--- src/hdl/snow_style_keystream_xor_assert.svh ---
// Assertion macros for the keystream XOR block.
// Included by the top level; assumes clk and arst_n are in scope.
`ifndef SNOW_STYLE_KEYSTREAM_XOR_ASSERT_SVH
`define SNOW_STYLE_KEYSTREAM_XOR_ASSERT_SVH

// Plain property, sampled on clk, off during reset.
`define SNOWKX_ASSERT(label, prop, msg) \
	label: assert property (@(posedge clk) disable iff (!arst_n) prop) else $error(msg);

// Implication to the next cycle.
`define SNOWKX_ASSERT_NEXT(label, ante, cons, msg) \
	label: assert property (@(posedge clk) disable iff (!arst_n) (ante) |=> (cons)) \
		else $error(msg);

`endif

--- src/hdl/snowkx_pkg.sv ---
// Shared types, register codes and substitution table for the keystream XOR block.
// No dependencies; used by snowkx_word_gen and snow_style_keystream_xor.
package snowkx_pkg;

	localparam int unsigned CELL_COUNT = 16;

	typedef logic [CELL_COUNT-1:0][31:0] cells_t;

	// result of one keystream word step
	typedef struct packed {
		logic [31:0] word;
		logic [31:0] r1;
		logic [31:0] r2;
		logic [31:0] feed;
	} gen_t;

	// register word indexes (paddr[3:2])
	typedef enum logic [1:0] {
		REG_KEY0 = 2'd0,
		REG_KEY1 = 2'd1,
		REG_KEY2 = 2'd2
	} reg_idx_t;

	localparam logic CMD_RELOAD  = 1'b0;
	localparam logic CMD_ENCRYPT = 1'b1;

	localparam logic [7:0] SBOX [256] = '{
		8'h63, 8'h7c, 8'h77, 8'h7b, 8'hf2, 8'h6b, 8'h6f, 8'hc5,
		8'h30, 8'h01, 8'h67, 8'h2b, 8'hfe, 8'hd7, 8'hab, 8'h76,
		8'hca, 8'h82, 8'hc9, 8'h7d, 8'hfa, 8'h59, 8'h47, 8'hf0,
		8'had, 8'hd4, 8'ha2, 8'haf, 8'h9c, 8'ha4, 8'h72, 8'hc0,
		8'hb7, 8'hfd, 8'h93, 8'h26, 8'h36, 8'h3f, 8'hf7, 8'hcc,
		8'h34, 8'ha5, 8'he5, 8'hf1, 8'h71, 8'hd8, 8'h31, 8'h15,
		8'h04, 8'hc7, 8'h23, 8'hc3, 8'h18, 8'h96, 8'h05, 8'h9a,
		8'h07, 8'h12, 8'h80, 8'he2, 8'heb, 8'h27, 8'hb2, 8'h75,
		8'h09, 8'h83, 8'h2c, 8'h1a, 8'h1b, 8'h6e, 8'h5a, 8'ha0,
		8'h52, 8'h3b, 8'hd6, 8'hb3, 8'h29, 8'he3, 8'h2f, 8'h84,
		8'h53, 8'hd1, 8'h00, 8'hed, 8'h20, 8'hfc, 8'hb1, 8'h5b,
		8'h6a, 8'hcb, 8'hbe, 8'h39, 8'h4a, 8'h4c, 8'h58, 8'hcf,
		8'hd0, 8'hef, 8'haa, 8'hfb, 8'h43, 8'h4d, 8'h33, 8'h85,
		8'h45, 8'hf9, 8'h02, 8'h7f, 8'h50, 8'h3c, 8'h9f, 8'ha8,
		8'h51, 8'ha3, 8'h40, 8'h8f, 8'h92, 8'h9d, 8'h38, 8'hf5,
		8'hbc, 8'hb6, 8'hda, 8'h21, 8'h10, 8'hff, 8'hf3, 8'hd2,
		8'hcd, 8'h0c, 8'h13, 8'hec, 8'h5f, 8'h97, 8'h44, 8'h17,
		8'hc4, 8'ha7, 8'h7e, 8'h3d, 8'h64, 8'h5d, 8'h19, 8'h73,
		8'h60, 8'h81, 8'h4f, 8'hdc, 8'h22, 8'h2a, 8'h90, 8'h88,
		8'h46, 8'hee, 8'hb8, 8'h14, 8'hde, 8'h5e, 8'h0b, 8'hdb,
		8'he0, 8'h32, 8'h3a, 8'h0a, 8'h49, 8'h06, 8'h24, 8'h5c,
		8'hc2, 8'hd3, 8'hac, 8'h62, 8'h91, 8'h95, 8'he4, 8'h79,
		8'he7, 8'hc8, 8'h37, 8'h6d, 8'h8d, 8'hd5, 8'h4e, 8'ha9,
		8'h6c, 8'h56, 8'hf4, 8'hea, 8'h65, 8'h7a, 8'hae, 8'h08,
		8'hba, 8'h78, 8'h25, 8'h2e, 8'h1c, 8'ha6, 8'hb4, 8'hc6,
		8'he8, 8'hdd, 8'h74, 8'h1f, 8'h4b, 8'hbd, 8'h8b, 8'h8a,
		8'h70, 8'h3e, 8'hb5, 8'h66, 8'h48, 8'h03, 8'hf6, 8'h0e,
		8'h61, 8'h35, 8'h57, 8'hb9, 8'h86, 8'hc1, 8'h1d, 8'h9e,
		8'he1, 8'hf8, 8'h98, 8'h11, 8'h69, 8'hd9, 8'h8e, 8'h94,
		8'h9b, 8'h1e, 8'h87, 8'he9, 8'hce, 8'h55, 8'h28, 8'hdf,
		8'h8c, 8'ha1, 8'h89, 8'h0d, 8'hbf, 8'he6, 8'h42, 8'h68,
		8'h41, 8'h99, 8'h2d, 8'h0f, 8'hb0, 8'h54, 8'hbb, 8'h16
	};

	function automatic logic [31:0] sub_word(input logic [31:0] v);
		return {SBOX[v[31:24]], SBOX[v[23:16]], SBOX[v[15:8]], SBOX[v[7:0]]};
	endfunction

endpackage

--- src/hdl/snowkx_word_gen.sv ---
// Keystream word generator: one combinational step of FSM and shift register.
// Depends on snowkx_pkg (cells_t, gen_t, sub_word).
module snowkx_word_gen (
	input  snowkx_pkg::cells_t cells,
	input  logic [31:0]        r1,
	input  logic [31:0]        r2,
	output snowkx_pkg::gen_t   gen
);

	logic [31:0] f;
	logic [31:0] g;
	logic [31:0] taps;

	always_comb begin
		f        = (cells[15] + r1) ^ r2;
		g        = f + r2;
		taps     = cells[0] ^ cells[2] ^ cells[11] ^ cells[15];
		gen.word = f ^ cells[0];
		gen.r1   = r1 ^ {g[24:0], g[31:25]};
		gen.r2   = snowkx_pkg::sub_word(r1);
		gen.feed = {taps[22:0], taps[31:23]};
	end

endmodule

--- src/hdl/snow_style_keystream_xor.sv ---
// Top level of the SNOW-style keystream XOR block.
// Depends on snowkx_pkg, snowkx_word_gen and snow_style_keystream_xor_assert.svh.
//
// Usage:
//  - Keys are written over the APB port: key_word_0 at 0x0, key_word_1 at 0x4,
//    key_word_2 at 0x8. pready is tied high; reads return the stored key.
//  - A request on the input channel (in_valid/in_ready) carries command,
//    data_byte and first_of_message. command=0 reloads the 16 shift cells
//    and both FSM registers from the keys and produces no result.
//    command=1 XORs data_byte with the next keystream byte (LSB first) and
//    produces one out_byte on the output channel (out_valid/out_ready).
//  - first_of_message restarts at byte 0 of a freshly generated word.
//  - Registered result: valid in the cycle after acceptance, when out_q is free.
//  - Throughput: one request per cycle while in_ready is high. The whole word
//    step (32-bit add, four S-box lookups, add and rotate) is combinational
//    from the state registers; only the first add and XORs feed the result register.
//  - Output side: a result register plus one skid entry. A request accepted
//    while the output register is stalled goes to the skid entry; in_ready is
//    low while that entry is held, including the cycle it moves up.
//  - Reset (arst_n low): keys, shift cells, FSM registers, current word and
//    byte position go to zero; encrypting before any reload uses that state.
module snow_style_keystream_xor (
	input  logic        clk,
	input  logic        arst_n,
	// configuration
	input  logic        psel,
	input  logic        penable,
	input  logic        pwrite,
	input  logic [3:0]  paddr,
	input  logic [31:0] pwdata,
	output logic [31:0] prdata,
	output logic        pready,
	// request channel
	input  logic        in_valid,
	output logic        in_ready,
	input  logic        command,
	input  logic [7:0]  data_byte,
	input  logic        first_of_message,
	// result channel
	output logic        out_valid,
	input  logic        out_ready,
	output logic [7:0]  out_byte
);

	`include "snow_style_keystream_xor_assert.svh"

	// key registers
	logic [31:0] key0_q, key1_q, key2_q;
	logic        cfg_wr;
	logic [1:0]  cfg_idx;

	// cipher state
	snowkx_pkg::cells_t cells_q;
	logic [31:0]        r1_q, r2_q;
	logic [31:0]        cur_word_q;
	logic [1:0]         byte_pos_q;

	// result buffer: output register plus skid entry
	logic       out_valid_q, skid_valid_q;
	logic [7:0] out_q, skid_q;

	snowkx_pkg::gen_t gen;
	logic             in_acc, enc_acc, reload_acc, pop;
	logic [1:0]       pos_eff;
	logic             fresh;
	logic [31:0]      word_use;
	logic [7:0]       res;

	// ---------------- configuration port ----------------
	assign pready  = 1'b1;
	assign cfg_idx = paddr[3:2];
	assign cfg_wr  = psel && penable && pwrite && pready;

	always_comb begin
		case (cfg_idx)
			snowkx_pkg::REG_KEY0: prdata = key0_q;
			snowkx_pkg::REG_KEY1: prdata = key1_q;
			snowkx_pkg::REG_KEY2: prdata = key2_q;
			default:              prdata = '0;
		endcase
	end

	always_ff @(posedge clk or negedge arst_n) begin
		if (!arst_n) begin
			key0_q <= '0;
			key1_q <= '0;
			key2_q <= '0;
		end else if (cfg_wr) begin
			case (cfg_idx)
				snowkx_pkg::REG_KEY0: key0_q <= pwdata;
				snowkx_pkg::REG_KEY1: key1_q <= pwdata;
				snowkx_pkg::REG_KEY2: key2_q <= pwdata;
				default:              ;
			endcase
		end
	end

	// ---------------- keystream step ----------------
	snowkx_word_gen u_word_gen (
		.cells (cells_q),
		.r1    (r1_q),
		.r2    (r2_q),
		.gen   (gen)
	);

	assign in_ready   = !skid_valid_q;
	assign in_acc     = in_valid && in_ready;
	assign enc_acc    = in_acc && (command == snowkx_pkg::CMD_ENCRYPT);
	assign reload_acc = in_acc && (command == snowkx_pkg::CMD_RELOAD);
	assign pop        = out_valid_q && out_ready;

	// first_of_message forces byte 0 of a fresh word
	assign pos_eff  = first_of_message ? 2'd0 : byte_pos_q;
	assign fresh    = (pos_eff == 2'd0);
	assign word_use = fresh ? gen.word : cur_word_q;
	assign res      = data_byte ^ word_use[{pos_eff, 3'b000} +: 8];

	always_ff @(posedge clk or negedge arst_n) begin
		if (!arst_n) begin
			cells_q    <= '0;
			r1_q       <= '0;
			r2_q       <= '0;
			cur_word_q <= '0;
			byte_pos_q <= '0;
		end else if (reload_acc) begin
			// cell i = key0 ^ (i * 0x01010101): i repeated in every byte
			for (int i = 0; i < snowkx_pkg::CELL_COUNT; i++) begin
				cells_q[i] <= key0_q ^ {4{8'(i)}};
			end
			r1_q       <= key1_q;
			r2_q       <= key2_q;
			cur_word_q <= '0;
			byte_pos_q <= '0;
		end else if (enc_acc) begin
			if (fresh) begin
				cells_q    <= {gen.feed, cells_q[snowkx_pkg::CELL_COUNT-1:1]};
				r1_q       <= gen.r1;
				r2_q       <= gen.r2;
				cur_word_q <= gen.word;
			end
			byte_pos_q <= pos_eff + 2'd1;
		end
	end

	// ---------------- result buffer ----------------
	always_ff @(posedge clk or negedge arst_n) begin
		if (!arst_n) begin
			out_valid_q  <= 1'b0;
			skid_valid_q <= 1'b0;
		end else begin
			if (!out_valid_q) begin
				out_valid_q <= enc_acc;
			end else if (pop) begin
				if (skid_valid_q) begin
					skid_valid_q <= enc_acc;
				end else begin
					out_valid_q <= enc_acc;
				end
			end else if (enc_acc) begin
				skid_valid_q <= 1'b1;
			end
		end
	end

	always_ff @(posedge clk) begin
		if (!out_valid_q) begin
			if (enc_acc) begin
				out_q <= res;
			end
		end else if (pop) begin
			if (skid_valid_q) begin
				out_q <= skid_q;
				if (enc_acc) begin
					skid_q <= res;
				end
			end else if (enc_acc) begin
				out_q <= res;
			end
		end else if (enc_acc) begin
			skid_q <= res;
		end
	end

	assign out_valid = out_valid_q;
	assign out_byte  = out_q;

	// ---------------- assertions ----------------
	`SNOWKX_ASSERT(a_skid_behind_out, (!skid_valid_q || out_valid_q), "skid entry without output entry")
	`SNOWKX_ASSERT_NEXT(a_reload_clears, reload_acc, (byte_pos_q == 2'd0 && cur_word_q == 32'd0), "reload left stale word or position")
	`SNOWKX_ASSERT_NEXT(a_first_pos, (enc_acc && first_of_message), (byte_pos_q == 2'd1), "first of message did not restart at byte 0")
	`SNOWKX_ASSERT_NEXT(a_stall_to_skid, (enc_acc && out_valid_q && !out_ready), skid_valid_q, "result lost while output stalled")

endmodule
--- config.mk ---
export PLATFORM = sky130hd
export DESIGN_NAME = snow_style_keystream_xor
export DESIGN_NICKNAME = d
export VERILOG_FILES = /design/src/hdl/snowkx_pkg.sv /design/src/hdl/snowkx_word_gen.sv /design/src/hdl/snow_style_keystream_xor.sv
export VERILOG_INCLUDE_DIRS = /design/src /design/src/hdl
export SDC_FILE = /design/constraint.sdc
export NUM_CORES = 2
export LEC_CHECK = 0
export BUFFER_PORTS_ARGS = -buffer_cell sky130_fd_sc_hd__buf_2
export CORE_MARGIN = 2
export CORE_UTILIZATION = 69
export CTS_CLUSTER_SIZE = 25
export DETAILED_ROUTE_END_ITERATION = 10
export PLACE_DENSITY_LB_ADDON = 0.08
export SKIP_LAST_GASP = 1
export SLEW_MARGIN = 20
export SYNTH_ARGS = -nofsm -noshare
export SYNTH_HDL_FRONTEND = slang
export SYNTH_SLANG_ARGS = --single-unit
--- constraint.sdc ---
create_clock -name clk -period 14.8 [get_ports clk]
set_input_delay 0.74 -clock clk [delete_from_list [all_inputs] [get_ports clk]]
set_output_delay 0.74 -clock clk [all_outputs]
set_load 0.02 [all_outputs]
Word level (Yosys, flattened, before mapping)
Memories as Yosys holds them, arrays and structs flattened. Cells that the tools add are included.

Register bits after elaboration: 724. Latch bits: 0. RAM bits: 0. Memory bits (read-only): 8192. Input bits: 53. Output and inout bits: 43. Logic and storage cells: 125. Memories kept: 4.

Memory list: (name not given) (words 256, width 8, read ports 1, clocked after Yosys merged registers in 0, write ports 0, RTL line snowkx_pkg.sv:63) `return {SBOX[v[31:24]], SBOX[v[23:16]], SBOX[v[15:8]], SBOX[v[7:0]]};`; (name not given) (words 256, width 8, read ports 1, clocked after Yosys merged registers in 0, write ports 0, RTL line snowkx_pkg.sv:63); (name not given) (words 256, width 8, read ports 1, clocked after Yosys merged registers in 0, write ports 0, RTL line snowkx_pkg.sv:63); (name not given) (words 256, width 8, read ports 1, clocked after Yosys merged registers in 0, write ports 0, RTL line snowkx_pkg.sv:63).

Add/sub/neg operators: 3. Multiply operators: 0. Div/mod/pow operators: 0. Order comparisons: 4. Equality and inequality tests: 4. Shift-type cells: 1. Multiplexer cells: 37. Bitwise operators: 27. Reductions and logical operators: 18.

Operators with widths (count): 512-bit 2-to-1 mux (3); 32-bit 2-to-1 mux (9); 32-bit bitwise XOR (6); 8-bit 2-to-1 mux (15); 32-bit one-hot mux with 3 select lines (1); 32-bit adder (2); 12-bit NOT (4); 8-bit NOT (6); 9-bit greater-or-equal comparator, second input constant (4); 8-bit NOT with 9-bit output (4); 32-bit by 6-bit indexed part select with 8-bit output (1); 16-bit NOT (1); 4-bit NOT (4); 2-bit AND reduction (6); 8-bit bitwise XOR (1); 1-bit logical AND (6); 1-bit 2-to-1 mux (6); 2-bit 2-to-1 mux (3); 2-bit nonzero test (3); 2-bit zero test (2); 2-bit by 1-bit adder with 2-bit output, second input constant (1); 2-bit by 1-bit == test with 1-bit output, second input constant (1); 2-bit == test, second input constant (1); 2-bit by 1-bit inequality test with 1-bit output, second input constant (1); other kinds (3) (3).

Logic depth before layout (Yosys ltp)
Depth in word-level cells: 10. Depth in mapped cells: 23. Gate-level depth less buffers: 22.

By module
A second synthesis with hierarchy kept.

Cells, all modules: 5814. Area, all modules: 47433.0 um^2.

Modules (own cells, without submodules): snow_style_keystream_xor (times used 1, cells each 2955, area an instance 29970.0 um^2, seq. area each 18197.5 um^2); snowkx_word_gen (times used 1, cells each 2859, area an instance 17463.0 um^2, seq. area each 0.0 um^2).

Worst setup path after synthesis
OpenSTA, ideal clock, no wires.

Kind: register to register. Start: reg r1_q[1]. End: reg r1_q[3]. Setup time: 124 ps. Arrival time: 5313 ps. Data required time: 14676 ps. Path slack: 9363 ps. Stages on the path, launching flop included: 23. Buffers on the path: 2. Period minus slack after synthesis: 5437 ps. Cells stage by stage: dfrtp_1 inv_1 clkbuf_1 fa_1 and2b_1 o2111ai_2 a21oi_2 a21oi_1 o311ai_0 inv_1 ha_1 clkbuf_1 xor2_1 nor2_1 nand4_1 o31a_1 a311oi_1 o21ai_1 a21boi_1 nor3_1 a211oi_2 mux2i_1 a211o_1.

Longest elaborated chain between the ends: 7.

RTL lines: from (decl) (RTL line snow_style_keystream_xor.sv:54) `logic [31:0] r1_q, r2_q;`; from (signal assigned) (RTL line snow_style_keystream_xor.sv:130) `r1_q <= key1_q;`; from (signal assigned) (RTL line snow_style_keystream_xor.sv:137) `r1_q <= gen.r1;`; 32-bit adder (RTL line snowkx_word_gen.sv:15) `f = (cells[15] + r1) ^ r2;`; 32-bit bitwise XOR (RTL line snowkx_word_gen.sv:15); 32-bit adder (RTL line snowkx_word_gen.sv:16) `g = f + r2;`; 32-bit bitwise XOR (RTL line snowkx_word_gen.sv:19) `gen.r1 = r1 ^ {g[24:0], g[31:25]};`; 32-bit 2-to-1 mux (RTL line snow_style_keystream_xor.sv:135) `if (fresh) begin`; 32-bit 2-to-1 mux (RTL line snow_style_keystream_xor.sv:134) `end else if (enc_acc) begin`; 32-bit 2-to-1 mux (RTL line snow_style_keystream_xor.sv:125) `end else if (reload_acc) begin`.

Every way passes these cells. The select of a mux whose other input is x is not followed. A chain may end at the register's enable or synchronous reset.

Worst setup path after layout
Same ends and word-level chain as after synthesis.

==> load_flow_metrics.sql <==
INSERT INTO impl_metrics (metric_group, metric, value, unit) VALUES
('yosys', 'yosys.area_share.xor_xnor', '4.34', '%'),
('yosys', 'asyncSetResetFlopFracSynth', '97.8', '%'),
('clock_tree', 'cts.repair.resized', '0', ''),
('job', 'cap_violations', '0', ''),
('detailed_routing', 'ant_nets', '0', ''),
('sta', 'setup_viol', '0', ''),
('detailed_routing', 'detail_route.drc_violations', '0', ''),
('setup_path', 'start_kind', 'flip-flop', ''),
('placement', 'dpl_worst_slack', '8.31', 'ns'),
('yosys', 'complex_gate_fraction_of_the_synthesized_area', '27.8', '%'),
('sta', 'grt_setup_unrepaired', 'no', ''),
('final_layout', 'drive_gt1_share', '8.78', '%'),
('detailed_routing', 'vias_per_cell', '7.40', ''),
('yosys', 'synth.ff_latch_count', '724', ''),
('setup_path', 'timing.rr.start', 'r1_q[1]', ''),
('sta', 'worstMarginPinSlew', '1.45', 'ns'),
('yosys', 'synth_adder_area_share', '3.19', '%'),
('setup_path', 'crit_start', 'r1_q[1]', ''),
('clock_tree', 'cts.reportedPaths.clkPinSlew', '0.07', 'ns'),
('yosys', 'netlist.area_leader.share', '36.6', '%'),
('clock_tree', 'cts_tree', 'built', ''),
('detailed_routing', 'detail_route.iter0.violations', '9905', ''),
('placement', 'post-dp-hpwl', '113000', 'um'),
('setup_path', 'worstSetupEndpointType', 'flip-flop', ''),
('setup_path', 'worstPathRequired', '15.34', 'ns'),
('clock_tree', 'clock-sinks', '724', ''),
('yosys', 'post_syn_instances', '6104', ''),
('yosys', 'yosys_warnings', '0', ''),
('sta', 'worst_slack', '8.07', 'ns'),
('grt', 'initial_antenna_violation_count', '14', ''),
('setup_path', 'timing.critical_path.max_delay_family', 'compound AO/OA/AOI/OAI gates', ''),
('clock_tree', 'post-cts-setup-buffer-count', '0', ''),
('die', 'placeableCoreArea', '69800', 'sq um'),
('sta', 'max_freq', '149', 'MHz'),
('detailed_routing', 'routed_wire_length_per_instance', '26.7', 'um'),
('clock_tree', 'cts_root_buffer', 'sky130_fd_sc_hd__clkbuf_16', ''),
('yosys', 'synth_mux_area_share', '6.30', '%'),
('clock_tree', 'cts-htree-levels', '3', ''),
('setup_path', 'worst-path-max-fanout', '29', ''),
('yosys', 'synth_simple_gate_area_share', '15.9', '%'),
('sta', 'min_period_over_period', '45.4', '%'),
('sta', 'worst_slew_margin_rel', '3.48', '%'),
('die', 'die_h', '269', 'um'),
('detailed_routing', 'via_count', '50400', ''),
('grt', 'first_global_vias', '46700', ''),
('run_status', 'outcome', 'finished clean', ''),
('grt', 'globalRouteOverflowTotal', '0', ''),
('final_layout', 'fill_cells', '4843', ''),
('yosys', 'main_combinational_cell_family_by_area_after_synthesis', 'compound AO/OA/AOI/OAI gates', ''),
('sta', 'timing.clock.skew', '0.0919', 'ns'),
('final_layout', 'finish.net_count', '5983', ''),
('yosys', 'avg_inst_size_synth', '7.93', 'sq um'),
('setup_path', 'timing.critical_path.slowest_stage_cell', 'sky130_fd_sc_hd__o311ai_0', ''),
('detailed_routing', 'dr_pass1_iterations', '10', ''),
('yosys', 'synth_nets', '6280', ''),
('setup_path', 'crit_type', 'flip-flop to flip-flop', ''),
('sta', 'fin_tns_setup', '0', 'ns'),
('die', 'die_area', '72300', 'sq um'),
('grt', 'groute.usage.overall', '49.1', '%'),
('die', 'boundaryPins', '96', ''),
('die', 'floorplan.die.width', '269', 'um'),
('placement', 'port_buf_inserts', '92', ''),
('detailed_routing', 'wirelength_routed', '182000', 'um'),
('setup_path', 'cp.arrival', '7.27', 'ns'),
('hold_path', 'hold_path_class', 'input port to async pin', ''),
('grt', 'top_usage_layer', 'met2', ''),
('grt', 'grt_util_met2', '73.4', '%'),
('yosys', 'synth_cell_type_count', '90', ''),
('yosys', 'netlist_area_before_placement', '48400', 'sq um'),
('yosys', 'netlist_top_cells_area', 'sky130_fd_sc_hd__dfrtp_1, sky130_fd_sc_hd__a21oi_1, sky130_fd_sc_hd__o21ai_0, sky130_fd_sc_hd__nand2_1, sky130_fd_sc_hd__nor2_1', ''),
('grt', 'met3_usage', '12.6', '%');
==> placed cells by master (no fill, tap or decap), types with 31 or more instances in the layout <==
master and count:
sky130_fd_sc_hd__a211oi_1 56, sky130_fd_sc_hd__a21oi_1 875, sky130_fd_sc_hd__a311oi_1 35, sky130_fd_sc_hd__a31oi_1 77, sky130_fd_sc_hd__and3_1 37, sky130_fd_sc_hd__buf_2 90
sky130_fd_sc_hd__buf_4 83, sky130_fd_sc_hd__clkbuf_16 77, sky130_fd_sc_hd__dfrtp_1 696, sky130_fd_sc_hd__ha_1 121, sky130_fd_sc_hd__inv_1 52, sky130_fd_sc_hd__mux2_2 109
sky130_fd_sc_hd__mux2i_1 89, sky130_fd_sc_hd__mux4_2 41, sky130_fd_sc_hd__nand2_1 855, sky130_fd_sc_hd__nand2b_1 31, sky130_fd_sc_hd__nand3_1 121, sky130_fd_sc_hd__nor2_1 589
sky130_fd_sc_hd__nor3_1 80, sky130_fd_sc_hd__o211ai_1 69, sky130_fd_sc_hd__o21ai_0 665, sky130_fd_sc_hd__o22ai_1 220, sky130_fd_sc_hd__o311ai_0 43, sky130_fd_sc_hd__o31ai_1 39
sky130_fd_sc_hd__xnor2_1 154, sky130_fd_sc_hd__xor2_1 83
==> layer usage <==
layer,part of all wire [%],vias to the layer above,routed length [um]
met1,34,23400,62300
li1,-,21300,-
met5,0.053,-,97
met3,14,1124,24700
met4,8.5,14,15400
met2,44,4508,79500
==> flip-flops by register name (all words and copies together), names as in the netlist, 2 cells and up <==
| signal | cells |
|---|---|
| key1_q | 32 |
| r2_q | 32 |
| byte_pos_q | 2 |
| skid_q | 8 |
| cur_word_q | 32 |
| key0_q | 32 |
| key2_q | 32 |
| r1_q | 32 |
| cells_q | 512 |
| out_byte | 8 |
==> metrics by stage <==
step	instances	utilization, %	hold WS (ns)
floorplan	6104	-	0.440
global placement	6667	69.9	0.457
detailed placement	6667	69.9	0.470
CTS	6804	73.7	0.0530
global route	6808	73.7	0.0815
finish	6810	73.7	0.0521
==> worst reg2reg max path, cell delays in order, from the launching register on <==
cell	delay (ns)
sky130_fd_sc_hd__dfrtp_1	0.33
sky130_fd_sc_hd__buf_4	0.37
sky130_fd_sc_hd__inv_1	0.11
sky130_fd_sc_hd__buf_4	0.25
sky130_fd_sc_hd__fa_1	0.47
sky130_fd_sc_hd__and2b_1	0.25
sky130_fd_sc_hd__o2111ai_2	0.25
sky130_fd_sc_hd__a21oi_2	0.48
sky130_fd_sc_hd__a21oi_1	0.13
sky130_fd_sc_hd__o311ai_0	0.73
sky130_fd_sc_hd__inv_1	0.10
sky130_fd_sc_hd__ha_1	0.40
sky130_fd_sc_hd__xor2_1	0.20
sky130_fd_sc_hd__nor2_1	0.28
sky130_fd_sc_hd__nand4_1	0.16
sky130_fd_sc_hd__o31a_1	0.38
sky130_fd_sc_hd__a311oi_1	0.38
sky130_fd_sc_hd__o21ai_1	0.14
sky130_fd_sc_hd__a21boi_1	0.24
sky130_fd_sc_hd__nor3_1	0.10
sky130_fd_sc_hd__a211oi_2	0.44
sky130_fd_sc_hd__mux2i_1	0.14
sky130_fd_sc_hd__a211o_1	0.28
==> cell families (layout without fill, tap and decap cells) <==
| group | Yosys count | after routing |
|---|---|---|
| adder cells (fa/ha/maj) | 123 | 123 |
| XOR/XNOR | 238 | 238 |
| AND/OR/NAND/NOR | 1844 | 1844 |
| AO/OA/AOI/OAI | 2311 | 2311 |
| buffers and inverters | 623 | 384 |
| other | 1 | 6 |
| flip-flops | 724 | 724 |
| multiplexers | 240 | 240 |
==> cell type report <==
type	count	area, sq um	share of cell area [%]
antenna	5	12.5	0.0243
clock buffer	110	2190	4.26
clock inverter	27	420	0.817
inverter	65	244	0.474
multi-input combinational	4757	28000	54.3
sequential	724	18200	35.4
tap	940	1180	2.29
timing repair buffer	182	1230	2.39
==> cell usage after synthesis, drive strengths merged (43+ instances only) <==
library cell  number
buf              100
o21ai            676
inv               56
a21oi            880
xnor2            155
nand3            121
nand2            859
o211ai            69
nor3              81
mux2i             89
o311ai            43
ha               122
dfrtp            708
o22ai            220
mux2             110
xor2              83
a211oi            61
nor2             590
a31oi             77
clkbuf           458
==> path summary, 6_finish.rpt <==
| kind | endpoint | slack (ns) | cells past startpoint |
|---|---|---|---|
| min reg2reg | cells_q[208] | 0.48 | 2 |
| max | r1_q[3] | 8.07 | 22 |
| min | cells_q[57] | 0.05 | 1 |
| max reg2reg | r1_q[3] | 8.07 | 22 |
| max in group asynchronous | r1_q[27] | 11.86 | 4 |
| min in group clk | skid_valid_q | 0.28 | 2 |
Power is left out: the tool's default activity adds up to more than one toggle a clock period on the data nets, which glitch-free logic cannot reach.
